### src/hdl/lge_pkg.sv
// Shared types and constants of the life generation engine.
`default_nettype none

package lge_pkg;

	// Operation codes carried by the op field.
	localparam logic [1:0] OP_TOGGLE = 2'd0;
	localparam logic [1:0] OP_STEP   = 2'd1;
	localparam logic [1:0] OP_READ   = 2'd2;

	// Configuration register indexes.
	localparam int CFG_IDX_W = 1;
	localparam logic [CFG_IDX_W-1:0] CFG_ROWS = 1'd0;
	localparam logic [CFG_IDX_W-1:0] CFG_COLS = 1'd1;

	localparam int CFG_W      = 7;
	localparam int COORD_W    = 6;
	localparam logic [CFG_W-1:0] CFG_RESET = 7'd64;

	// Neighbor counts of rule B3/S23.
	typedef logic [3:0] count_t;
	localparam count_t BIRTH_N   = 4'd3;
	localparam count_t SURVIVE_N = 4'd2;

	typedef enum logic [3:0] {
		ST_CLEAR,
		ST_IDLE,
		ST_G_RD0,
		ST_G_RDL,
		ST_G_RDN,
		ST_G_ROW,
		ST_RD,
		ST_MOD,
		ST_OUT
	} state_t;

endpackage

`default_nettype wire

### src/hdl/lge_row_unit.sv
// Next-generation logic for one grid row, with column wraparound at the active width.
`default_nettype none

module lge_row_unit import lge_pkg::*; #(
	parameter int MAX_COLS = 64,
	parameter int NCW      = 7
) (
	input  wire logic [MAX_COLS-1:0] row_up,
	input  wire logic [MAX_COLS-1:0] row_mid,
	input  wire logic [MAX_COLS-1:0] row_down,
	input  wire logic [NCW-1:0]      cols_eff,
	output logic      [MAX_COLS-1:0] row_next
);

	localparam int CW = $clog2(MAX_COLS);

	logic [CW-1:0] wrap_idx;
	logic          up_wrap;
	logic          mid_wrap;
	logic          down_wrap;

	// The left neighbor of column zero is the last active column.
	assign wrap_idx  = CW'(cols_eff - NCW'(1));
	assign up_wrap   = row_up[wrap_idx];
	assign mid_wrap  = row_mid[wrap_idx];
	assign down_wrap = row_down[wrap_idx];

	for (genvar c = 0; c < MAX_COLS; c++) begin : g_col
		localparam int L = (c == 0) ? 0 : c - 1;
		localparam int R = (c == MAX_COLS - 1) ? 0 : c + 1;

		logic   at_first;
		logic   at_last;
		logic   active;
		logic   ul, ur, ml, mr, dl, dr;
		count_t n;
		logic   born;

		assign at_first = (c == 0);
		assign at_last  = (NCW'(c + 1) == cols_eff);
		assign active   = (NCW'(c) < cols_eff);

		assign ul = at_first ? up_wrap   : row_up[L];
		assign ml = at_first ? mid_wrap  : row_mid[L];
		assign dl = at_first ? down_wrap : row_down[L];
		assign ur = at_last  ? row_up[0]   : row_up[R];
		assign mr = at_last  ? row_mid[0]  : row_mid[R];
		assign dr = at_last  ? row_down[0] : row_down[R];

		assign n = count_t'(ul) + count_t'(row_up[c]) + count_t'(ur)
			+ count_t'(ml) + count_t'(mr)
			+ count_t'(dl) + count_t'(row_down[c]) + count_t'(dr);

		assign born = row_mid[c] ? ((n == SURVIVE_N) || (n == BIRTH_N)) : (n == BIRTH_N);

		// Columns beyond the active width keep their contents.
		assign row_next[c] = active ? born : row_mid[c];
	end

endmodule

`default_nettype wire

### config.mk
export PLATFORM = sky130hd
export DESIGN_NAME = lge_row_unit
export DESIGN_NICKNAME = d
export VERILOG_FILES = /design/src/hdl/lge_pkg.sv /design/src/hdl/lge_row_unit.sv
export SDC_FILE = /design/constraint.sdc
export NUM_CORES = 1
export LEC_CHECK = 0
export BUFFER_PORTS_ARGS = -buffer_cell sky130_fd_sc_hd__buf_2
export CAP_MARGIN = 5
export CORE_ASPECT_RATIO = 0.5
export CORE_UTILIZATION = 60
export DETAILED_ROUTE_END_ITERATION = 8
export PLACE_DENSITY = 0.84
export SLEW_MARGIN = 5
export SYNTH_ARGS = -nofsm -noshare
export SYNTH_HDL_FRONTEND = slang
export SYNTH_SLANG_ARGS = --single-unit
### constraint.sdc
create_clock -name vclk -period 6.35
set_input_delay 0.3175 -clock vclk [all_inputs]
set_output_delay 0.3175 -clock vclk [all_outputs]
set_load 0.02 [all_outputs]
# --- After elaboration in Yosys (flattened, before gate mapping) ---
# Cells that the tools add are included.
op_classes:
  addsub: 449
  n_eq_ne: 191
  magnitude_cmp: 65
  mux: 323
  reduce_logical: 64
ops:
  columns: ["cell", "count"]
  rows:
  - ["$add 4x1->4", 272]
  - ["$eq 4x2->1 const B", 128]
  - ["$mux 1", 320]
  - ["$add 3x1->4", 56]
  - ["$eq 6x7->1 const A", 32]
  - ["$lt 6x7->1 const A", 32]
  - ["$add 2x1->3", 56]
  - ["$add 1x1->2", 64]
  - ["$eq 5x7->1 const A", 16]
  - ["$lt 5x7->1 const A", 16]
  - ["$logic_or 1x1->1", 64]
  - ["$eq 4x7->1 const A", 8]
  - ["$lt 4x7->1 const A", 8]
  - ["$eq 3x7->1 const A", 4]
  - ["$lt 3x7->1 const A", 4]
  - ["$bmux 1 s6", 3]
  - ["$eq 2x7->1 const A", 2]
  - ["$lt 1x7->1 const A", 2]
  - ["$lt 2x7->1 const A", 2]
  - ["$eq 1x7->1 const A", 1]
  - ["$lt 6x7->1 const B", 1]
  - ["$sub 6x1->6 const B", 1]
word_totals:
  regBits: 0
  out_inout_bits: 64
  wordCells: 1092
  input_bits: 199

# --- Depth between registers and ports, before layout ---
# Gate-level depths: netlist of the first run.
depth:
  depth_word: 14
  ltp_mapped: 21
  depth_no_buf: 19

# --- Worst setup path after synthesis of the first run ---
# Ideal clock, no wire load.
synth_path:
  kind: "in2out"
  from: "input cols_eff[0]"
  to: "output row_next[0]"
  n_path_buf: 3
  arrival_ns: 4.898
  slack_ns: 1.135
  t_required_ns: 6.032
  stages: 20
  cell_sequence: "inv_1 > buf_4 > ha_1 > buf_2 > clkbuf_1 > mux4_2 > mux2i_1 > a32oi_1 > nand3_1 > o31ai_1 > fa_1 > inv_1 > fa_1 > fa_1 > inv_1 > ha_1 > fa_1 > o21ai_0 > nand2_1 > a21oi_1"
synth_via:
  elab_chain_len: 14
  word_cells_on_any_way: 24
  cone_classes: "add/sub (8); order compare (1); eq/ne (3); mux (11); reduce/logical (1)"
synth_lines:
  columns: ["item", "line", "text"]
  rows:
  - ["from (decl)", "lge_row_unit.sv:11", "input wire logic [NCW-1:0] cols_eff,"]
  - ["$sub 6x1->6", "lge_row_unit.sv:23", "assign wrap_idx = CW'(cols_eff - NCW'(1));"]
  - ["$bmux 1 s6", "lge_row_unit.sv:24", "assign up_wrap = row_up[wrap_idx];"]
  - ["$mux 1 (not written as such)", "lge_row_unit.sv:24", null]
  - ["$add 1x1->2", "lge_row_unit.sv:50", "assign n = count_t'(ul) + count_t'(row_up[c]) + count_t'(ur)"]
  - ["$add 2x1->3", "lge_row_unit.sv:50", null]
  - ["$add 3x1->4", "lge_row_unit.sv:51", "+ count_t'(ml) + count_t'(mr)"]
  - ["$add 4x1->4", "lge_row_unit.sv:51", null]
  - ["$add 4x1->4 (3 in series)", "lge_row_unit.sv:52", "+ count_t'(dl) + count_t'(row_down[c]) + count_t'(dr);"]
  - ["$eq 4x2->1", "lge_row_unit.sv:54", "assign born = row_mid[c] ? ((n == SURVIVE_N) || (n == BIRTH_N)) : (n == BIRTH_N);"]
  - ["$logic_or 1x1->1", "lge_row_unit.sv:54", null]
  - ["$mux 1", "lge_row_unit.sv:54", null]
  - ["$mux 1 (*)", "lge_row_unit.sv:57", "assign row_next[c] = active ? born : row_mid[c];"]
  - ["to (decl)", "lge_row_unit.sv:12", "output logic [MAX_COLS-1:0] row_next"]
# Every way passes the cells marked *; elsewhere a longest branch is shown, timed or not. The select of a mux whose other input is x is not followed.

# --- Final worst setup path of the first run ---
# Same ends and word-level chain as after synthesis.

==> results by group, run 1 <==
Run status
  – Status: finished clean

Critical path
  – Critical Path RT: 6030 ps
  – CP Class: in -> out
  – CP top delay family: adder cells
  – WP buf/inv: 5
  – Setup crit start kind: input pin
  – Critical-path cell list: buf_2 -> inv_1 -> ha_1 -> xor2_4 -> mux4_1 -> nand2_1 -> a32o_1 -> o31ai_1 -> fa_1 -> inv_1 -> fa_1 -> fa_1 -> inv_1 -> ha_1 -> fa_1 -> o21ai_0 -> nand2_1 -> a21oi_1 -> buf_2
  – Crit path DAT: 5620 ps
  – CP max stage delay: 650 ps
  – Worst-path fanout max: 17
  – CP endpoint kind: output pin
  – Worst path slowest cell: mux4_1
  – Worst path most repeated cell: fa_1

Global route
  – Initial antenna violation count: 2
  – Largest net degree at the start of global routing: 67
  – Vias in the first global route: 14,300
  – Tot GR Track Use: 39.3%
  – Grt ovf: 0
  – First-pass GRT wire length: 78,600 microns

Floorplanning
  – Core Footprint: 24,400 sq um
  – Rows: 40
  – Die ar.: 25,900 sq um
  – Top-level I/O count: 263
  – Die W: 227 microns
  – Initial core utilization: 62.1%
  – Die Span Y: 114 microns

Synth
  – Syn_area_per_cell: 9.10 sq um
  – Sequential-to-total area share from yosys stat: 0%
  – Yosys top cell area share: 33.9%
  – Most frequent cells after synthesis: fa_1, inv_1, a21oi_1
  – Biggest area consumer among synthesized cells: fa_1
  – Area contributors post-synth: fa_1, ha_1, mux2i_1
  – Syn. warnings: 0
  – Synth Instances: 1,664
  – Post-synthesis cell area: 15,100 sq um
  – Top-count cell post-synth: fa_1
  – Library cells used by synthesis: 43
  – Mapped Nets: 2,315

Placement
  – Detailed placement HPWL: 41,200 microns
  – RD Place Congestion: 1.04
  – DP Cell Count: 2,217
  – Buffers added on ports: 263
  – Dpl cell area: 16,800 sq um

Worst hold path
  – WHS Path Cells: 4
  – Hold Path Class: in -> out
  – HP Start: row_mid[8]
  – Hold Path Sink: row_next[8]

Cells and area
  – Fillers: 1,941
  – Fin cells: 2,217
  – Final nets: 2,534
  – Multi-input logic area: 14,000 sq um
  – Area Growth Syn to Fin: 10.7%
  – N_diodes: 0
  – Number of clock buffers in the layout: 0
  – Reg area: 0 sq um
  – Final sequential cell count: 0
  – Final core utilization: 68.7%
  – Finished Cell Area: 16,800 sq um
  – Share of layout cells above drive strength 1: 20.0%

STA
  – Slew Viols, Final: 0
  – RSZ-0062 raised after global routing: false
  – Final Hold Fails: 0
  – Fmax: 168 MHz
  – Setup TNS Final: 0 ps
  – Worst-Margin Slew: 996 ps
  – Relative slew slack: 33.6%
  – Setup violators final: 0
  – Min cycle time layout: 5940 ps
  – Crit share post-route: 93.5%

Clocking
  – Post-CTS Setup Inserts: 0
  – CTS resizes: 0
  – Post-CTS Hold Buffers: 0

Job
  – Max Cap Viol: 0

Drt
  – Drt drc: 0
  – Met1 wire length: 19,300 microns
  – WL/cell: 22.2 microns
  – Top routing layer in use: met5
  – Total number of vias: 14,100
  – Metal3 WL: 7080 microns
  – Post-Route WL: 49,200 microns
  – WL met2: 21,400 microns
  – Final ANT Viol Nets: 0
  – Vias per cell: 6.36
  – Starting DRT DRC Count: 1,523
  – First-pass iteration count of the detailed router: 6

Power and ir drop
  – Leakage dissipation: 8.06 nW
  – Max IR drop VDD: 0.0000946 V
  – PwrDens: 155 nW/um^2
## tightest hold or removal path: stages
cell	delay, ps
buf_2	130
inv_1	50
a21oi_1	50
buf_2	150
## logic make-up after synthesis
group | synth area share [%]
AO/OA/AOI/OAI | 11.7
XOR/XNOR | 0.355
adder cells (fa/ha/maj) | 50.1
buffers and inverters | 7.41
multiplexers | 20.2
AND/OR/NAND/NOR | 10.2
## cell usage in the layout, fill, tap and decap left out, types with 3 or more instances in the layout
cell,n
nor2_1,64
nand4_1,8
nor2b_1,5
mux2i_1,152
fa_1,256
buf_4,16
a22oi_1,10
a21oi_1,201
a31oi_1,5
ha_1,195
o211ai_1,4
o21ai_0,84
nor3_1,5
inv_1,224
mux4_1,6
o22ai_1,3
and3_1,7
o21a_1,7
mux2_2,55
or3_1,5
buf_2,263
mux4_2,34
a21o_1,5
nand2_1,130
and2_1,5
nand2b_1,26
nand3_1,83
## report_power, final
part           total (W)  leakage, nW  switching, W  internal, W
logic            0.00259         8.06       0.00153      0.00106
clock network          0            0             0            0
registers              0            0             0            0
total            0.00259         8.06       0.00153      0.00106
## layer usage
metal	track usage, %	vias to the layer above
met3	12.7	164
met5	0	-
met4	10.8	4
met1	53.5	6837
met2	60.4	909
li1	-	6186
## worst max path at each step
stage | endpoint | cells after the start | start | slack, ps
2_1_floorplan | row_next[0] | 20 | cols_eff[0] | 1130
4_1_cts | row_next[0] | 19 | cols_eff[0] | 430
3_3_place_gp | row_next[0] | 20 | cols_eff[0] | 520
3_5_place_dp | row_next[0] | 19 | cols_eff[0] | 440
5_1_grt | row_next[0] | 20 | cols_eff[0] | 40
6_report | row_next[0] | 19 | cols_eff[0] | 410
## cell type report
type / instances / area share, %
tap: 336 / 2.51
inverter: 224 / 5.02
multi-input combinational: 1377 / 83.8
timing repair buffer: 280 / 8.69
## metrics by stage
| stage | total power [W] | setup WS, ps | hold WS, ps |
|---|---|---|---|
| floorplan | 0.00181 | 1130 | 801 |
| global placement | 0.00243 | 520 | 1020 |
| detailed placement | 0.00256 | 444 | 1020 |
| CTS | 0.00257 | 433 | 1020 |
| global route | 0.00296 | 40.4 | 1050 |
| finish | 0.00259 | 410 | 1020 |
No activity file was read; power rests on OpenSTA's default activity.
==> run 2: changes to the inputs <==
- MAX_ROUTING_LAYER: default -> met4
==> results by group, run 2 (same netlist as run 1, synthesis figures left out) <==
Cells and area
  – Commonest non-fill, non-tap cells in the layout: buf_2, fa_1, inv_1
  – Final sequential cell count: 0
  – Final core utilization: 68.9%
  – Final nets: 2,540
  – Finished Cell Area: 16,800 sq um
  – Fillers: 1,985
  – Share of layout cells above drive strength 1: 20.3%
  – Reg area: 0 sq um
  – Most common cell after layout, fill and taps aside: buf_2
  – Number of clock buffers in the layout: 0
  – Area Growth Syn to Fin: 11.0%

Global route
  – Grt ovf: 0
  – First-pass GRT wire length: 78,200 microns
  – Vias in the first global route: 14,100
  – Tot GR Track Use: 40.4%
  – Initial antenna violation count: 0
  – Largest net degree at the start of global routing: 67

Floorplanning
  – Die ar.: 25,900 sq um
  – Rows: 40
  – Initial core utilization: 62.1%
  – Core Footprint: 24,400 sq um
  – Top-level I/O count: 263
  – Die W: 227 microns
  – Die Span Y: 114 microns

Power and ir drop
  – Sequential power share: 0%
  – Combinational share of power: 100.0%
  – PwrDens: 154 nW/um^2
  – Leakage dissipation: 8.09 nW
  – Max IR drop VDD: 0.0000968 V
  – NetSw: 0.00153 W
  – Cell-internal power: 0.00107 W
  – Sw Share: 58.9%
  – Design Power: 0.00259 W
  – Clock share of power: 0%

Critical path
  – Setup crit start kind: input pin
  – Critical-path cell list: buf_2 -> inv_1 -> ha_1 -> xor2_4 -> mux4_2 -> nand2_1 -> nand3_1 -> nand2_1 -> o31ai_1 -> fa_1 -> inv_1 -> fa_1 -> fa_1 -> inv_1 -> ha_1 -> fa_1 -> o21ai_0 -> nand2_1 -> a21oi_1 -> buf_2
  – CP Class: in -> out
  – CP top delay family: adder cells
  – Critical Path RT: 6030 ps
  – Worst-path fanout max: 17
  – Worst path slowest cell: mux4_2
  – WP buf/inv: 5
  – CP endpoint kind: output pin
  – CP max stage delay: 590 ps
  – Crit path DAT: 5740 ps
  – Worst path most repeated cell: fa_1

STA
  – Fmax: 165 MHz
  – RSZ-0062 raised after global routing: false
  – Hold WS: 1020 ps
  – Min cycle time layout: 6060 ps
  – Setup TNS Final: 0 ps
  – Crit share post-route: 95.4%
  – Final Hold Fails: 0
  – Setup violators final: 0
  – Worst-Margin Slew: 975 ps
  – Relative slew slack: 35.0%
  – Slew Viols, Final: 0

Drt
  – Vias per cell: 6.39
  – First-pass iteration count of the detailed router: 6
  – Drt drc: 0
  – Starting DRT DRC Count: 1,502
  – Total number of vias: 14,200
  – WL/cell: 22.1 microns
  – Post-Route WL: 49,100 microns
  – Final ANT Viol Nets: 0

Clocking
  – Post-CTS Hold Buffers: 0
  – Post-CTS Setup Inserts: 0
  – CTS resizes: 0

Job
  – Max Cap Viol: 0

Run status
  – Status: finished clean

Placement
  – RD Place Congestion: 1.02
  – Buffers added on ports: 263
  – Dpl cell area: 16,800 sq um
  – Detailed placement HPWL: 41,400 microns

Worst hold path
  – Hold Path Class: in -> out
[run 2: cell count changes in the layout (fill, tap and decap cells not counted)]
cell | previous run | this run
buf_4 | 16 | 22
diode_2 | 0 | 2
[run 2: power groups by stage]
stage          combinational [W]  sequential [W]        clock [W]
2_1_floorplan            0.00181               0                0
3_3_place_gp             0.00244               0                0
3_5_place_dp             0.00256               0                0
4_1_cts                  0.00257               0                0
5_1_grt                  0.00294               0                0
6_report                 0.00259               0  0.0000000000422
[run 2: worst paths after layout]
path                     from     endpoint  cells past startpoint
hold / removal     row_mid[8]  row_next[8]                      4
setup / recovery  cols_eff[1]  row_next[0]                     20
[run 2: final cells by class]
type,count,area (sq um),area share [%]
inverter,224,841,5.00
multi-input combinational,1377,14000,83.5
antenna,2,5.00,0.0298
timing repair buffer,286,1500,8.94
tap,336,420,2.50
[run 2: through the flow]
stage,cells,setup WS (ps)
3_5_place_dp,2223,407
6_report,2225,294
5_1_grt,2223,104
2_1_floorplan,1664,1130
4_1_cts,2223,407
3_3_place_gp,2223,443
[run 2: metal layers]
| layer | routed length [microns] | share of wire (%) | track usage [%] |
|---|---|---|---|
| met1 | 19300 | 39 | 53.4 |
| met2 | 21600 | 44 | 59.9 |
| met3 | 6980 | 14 | 12.8 |
| met4 | 1250 | 2.5 | 10.6 |
| met5 | 0 | 0 | - |
==> run 3: changes to the inputs <==
- ABC_AREA: default -> 1
- PLACE_DENSITY: 0.84 -> 0.83
==> results by group, run 3 <==
Synth
  – Most frequent cells after synthesis: nand2_1, inv_1, fa_1
  – Syn_area_per_cell: 7.04 sq um
  – Top-count cell post-synth: nand2_1
  – Sequential-to-total area share from yosys stat: 0%
  – Library cells used by synthesis: 37
  – Synth Instances: 2,216
  – Yosys top cell area share: 32.8%
  – Syn. warnings: 0
  – Mapped Nets: 2,867
  – Area contributors post-synth: fa_1, ha_1, nand2_1
  – Post-synthesis cell area: 15,600 sq um
  – Biggest area consumer among synthesized cells: fa_1

Cells and area
  – Most common cell after layout, fill and taps aside: nand2_1
  – Area Growth Syn to Fin: 9.74%
  – Final core utilization: 67.6%
  – Final nets: 3,082
  – Number of clock buffers in the layout: 0
  – Reg area: 0 sq um
  – Share of layout cells above drive strength 1: 13.6%
  – Commonest non-fill, non-tap cells in the layout: nand2_1, inv_1, buf_2
  – Final sequential cell count: 0

Floorplanning
  – Rows: 41
  – Core Footprint: 25,300 sq um
  – Die ar.: 26,700 sq um
  – Die Span Y: 116 microns
  – Die W: 230 microns
  – Initial core utilization: 61.6%
  – Top-level I/O count: 263

Drt
  – Total number of vias: 16,600
  – Final ANT Viol Nets: 0
  – Post-Route WL: 52,500 microns
  – Vias per cell: 5.97
  – Starting DRT DRC Count: 1,993
  – Drt drc: 0
  – First-pass iteration count of the detailed router: 6
  – WL/cell: 18.9 microns

Run status
  – Status: finished clean

STA
  – Min cycle time layout: 5440 ps
  – Setup violators final: 0
  – Worst-Margin Slew: 1040 ps
  – RSZ-0062 raised after global routing: false
  – Setup TNS Final: 0 ps
  – Final Hold Fails: 0
  – Relative slew slack: 29.9%
  – Slew Viols, Final: 0
  – Crit share post-route: 85.6%
  – Fmax: 184 MHz
  – Hold WS: 1020 ps

Power and ir drop
  – Design Power: 0.00256 W
  – Cell-internal power: 0.00101 W
  – NetSw: 0.00155 W
  – Sw Share: 60.5%
  – Max IR drop VDD: 0.0000928 V
  – Leakage dissipation: 8.94 nW
  – Combinational share of power: 100.0%
  – Sequential power share: 0%
  – PwrDens: 150 nW/um^2
  – Clock share of power: 0%

Global route
  – Tot GR Track Use: 41.2%
  – Initial antenna violation count: 4
  – Grt ovf: 0
  – Largest net degree at the start of global routing: 69
  – Vias in the first global route: 15,600
  – First-pass GRT wire length: 83,400 microns

Critical path
  – CP endpoint kind: output pin
  – Crit path DAT: 5120 ps
  – Setup crit start kind: input pin
  – Critical Path RT: 6030 ps
  – Worst-path fanout max: 19
  – CP Class: in -> out

Clocking
  – CTS resizes: 0
  – Post-CTS Setup Inserts: 0
  – Post-CTS Hold Buffers: 0

Placement
  – Detailed placement HPWL: 44,100 microns
  – RD Place Congestion: 1.06
  – Buffers added on ports: 263

Worst hold path
  – Hold Path Class: in -> out

Job
  – Max Cap Viol: 0
## run 3: changes by cell type in the layout (fill, tap and decap cells not counted), sizes merged, moves of 40 or more
| cell | previous run | this run |
|---|---|---|
| nand2 | 130 | 435 |
| mux4 | 40 | 0 |
| mux2 | 55 | 0 |
| mux2i | 152 | 0 |
| nand3 | 83 | 167 |
| inv | 224 | 369 |
| o21ai | 85 | 255 |
| nor2 | 65 | 185 |
## run 3: routing by layer
| metal | wire, microns | up-vias | global-route usage [%] | share of wire (%) |
|---|---|---|---|---|
| met5 | 0 | - | - | 0 |
| met4 | 1380 | 0 | 9.93 | 2.6 |
| met3 | 6820 | 127 | 9.01 | 13 |
| met2 | 22800 | 942 | 62.6 | 43 |
| met1 | 21500 | 7819 | 56.1 | 41 |
| li1 | - | 7691 | - | - |
## run 3: area by class of cell
| type | instances | area (sq um) |
|---|---|---|
| Antenna cell | 5 | 12.5 |
| Inverter | 371 | 1400 |
| Tap cell | 344 | 430 |
| Fill cell | 2340 | 8220 |
| Multi-Input combinational cell | 1781 | 13900 |
| Timing Repair Buffer | 277 | 1420 |
## run 3: worst paths after layout
path | from | to | slack [ps] | cells after the start
setup / recovery | cols_eff[1] | row_next[0] | 910 | 23
hold / removal | row_mid[37] | row_next[37] | 1020 | 4
## run 3: logic make-up after synthesis
family	synth area share, %
buf+inv	11.2
fa+ha+maj	48.6
xor+xnor	0.273
simple gates	22.5
compound gates	17.5
## run 3: through the flow
step,setup slack (ps),std cells,instance area [sq um]
detailed placement,952,2773,17100
CTS,955,2773,17100
finish,914,2778,17100
global placement,1040,2773,17100
global route,652,2777,17100
floorplan,1050,2216,15600
## run 3: critical path, cell delays in order
cell      delay [ps]
buf_2            220
inv_2            100
ha_1             310
inv_2            220
buf_4            290
nand3_1          120
nand3_1          100
nand3_1           70
nand2_1          160
nand2_1           80
nand3_1           80
nand2_1           60
fa_1             470
inv_1             60
fa_1             500
fa_1             550
inv_1             50
ha_1             220
fa_1             390
o21ai_0          190
o211ai_1         100
o21ai_0          230
buf_2            210
## run 3: power by group through the flow
stage / Clock [W] / Combinational [W] / Sequential [W]
6_report: 0.000000000105 / 0.00256 / 0
5_1_grt: 0.0000000000842 / 0.00295 / 0
4_1_cts: 0 / 0.00255 / 0
3_5_place_dp: 0 / 0.00253 / 0
3_3_place_gp: 0 / 0.00243 / 0
2_1_floorplan: 0 / 0.00182 / 0
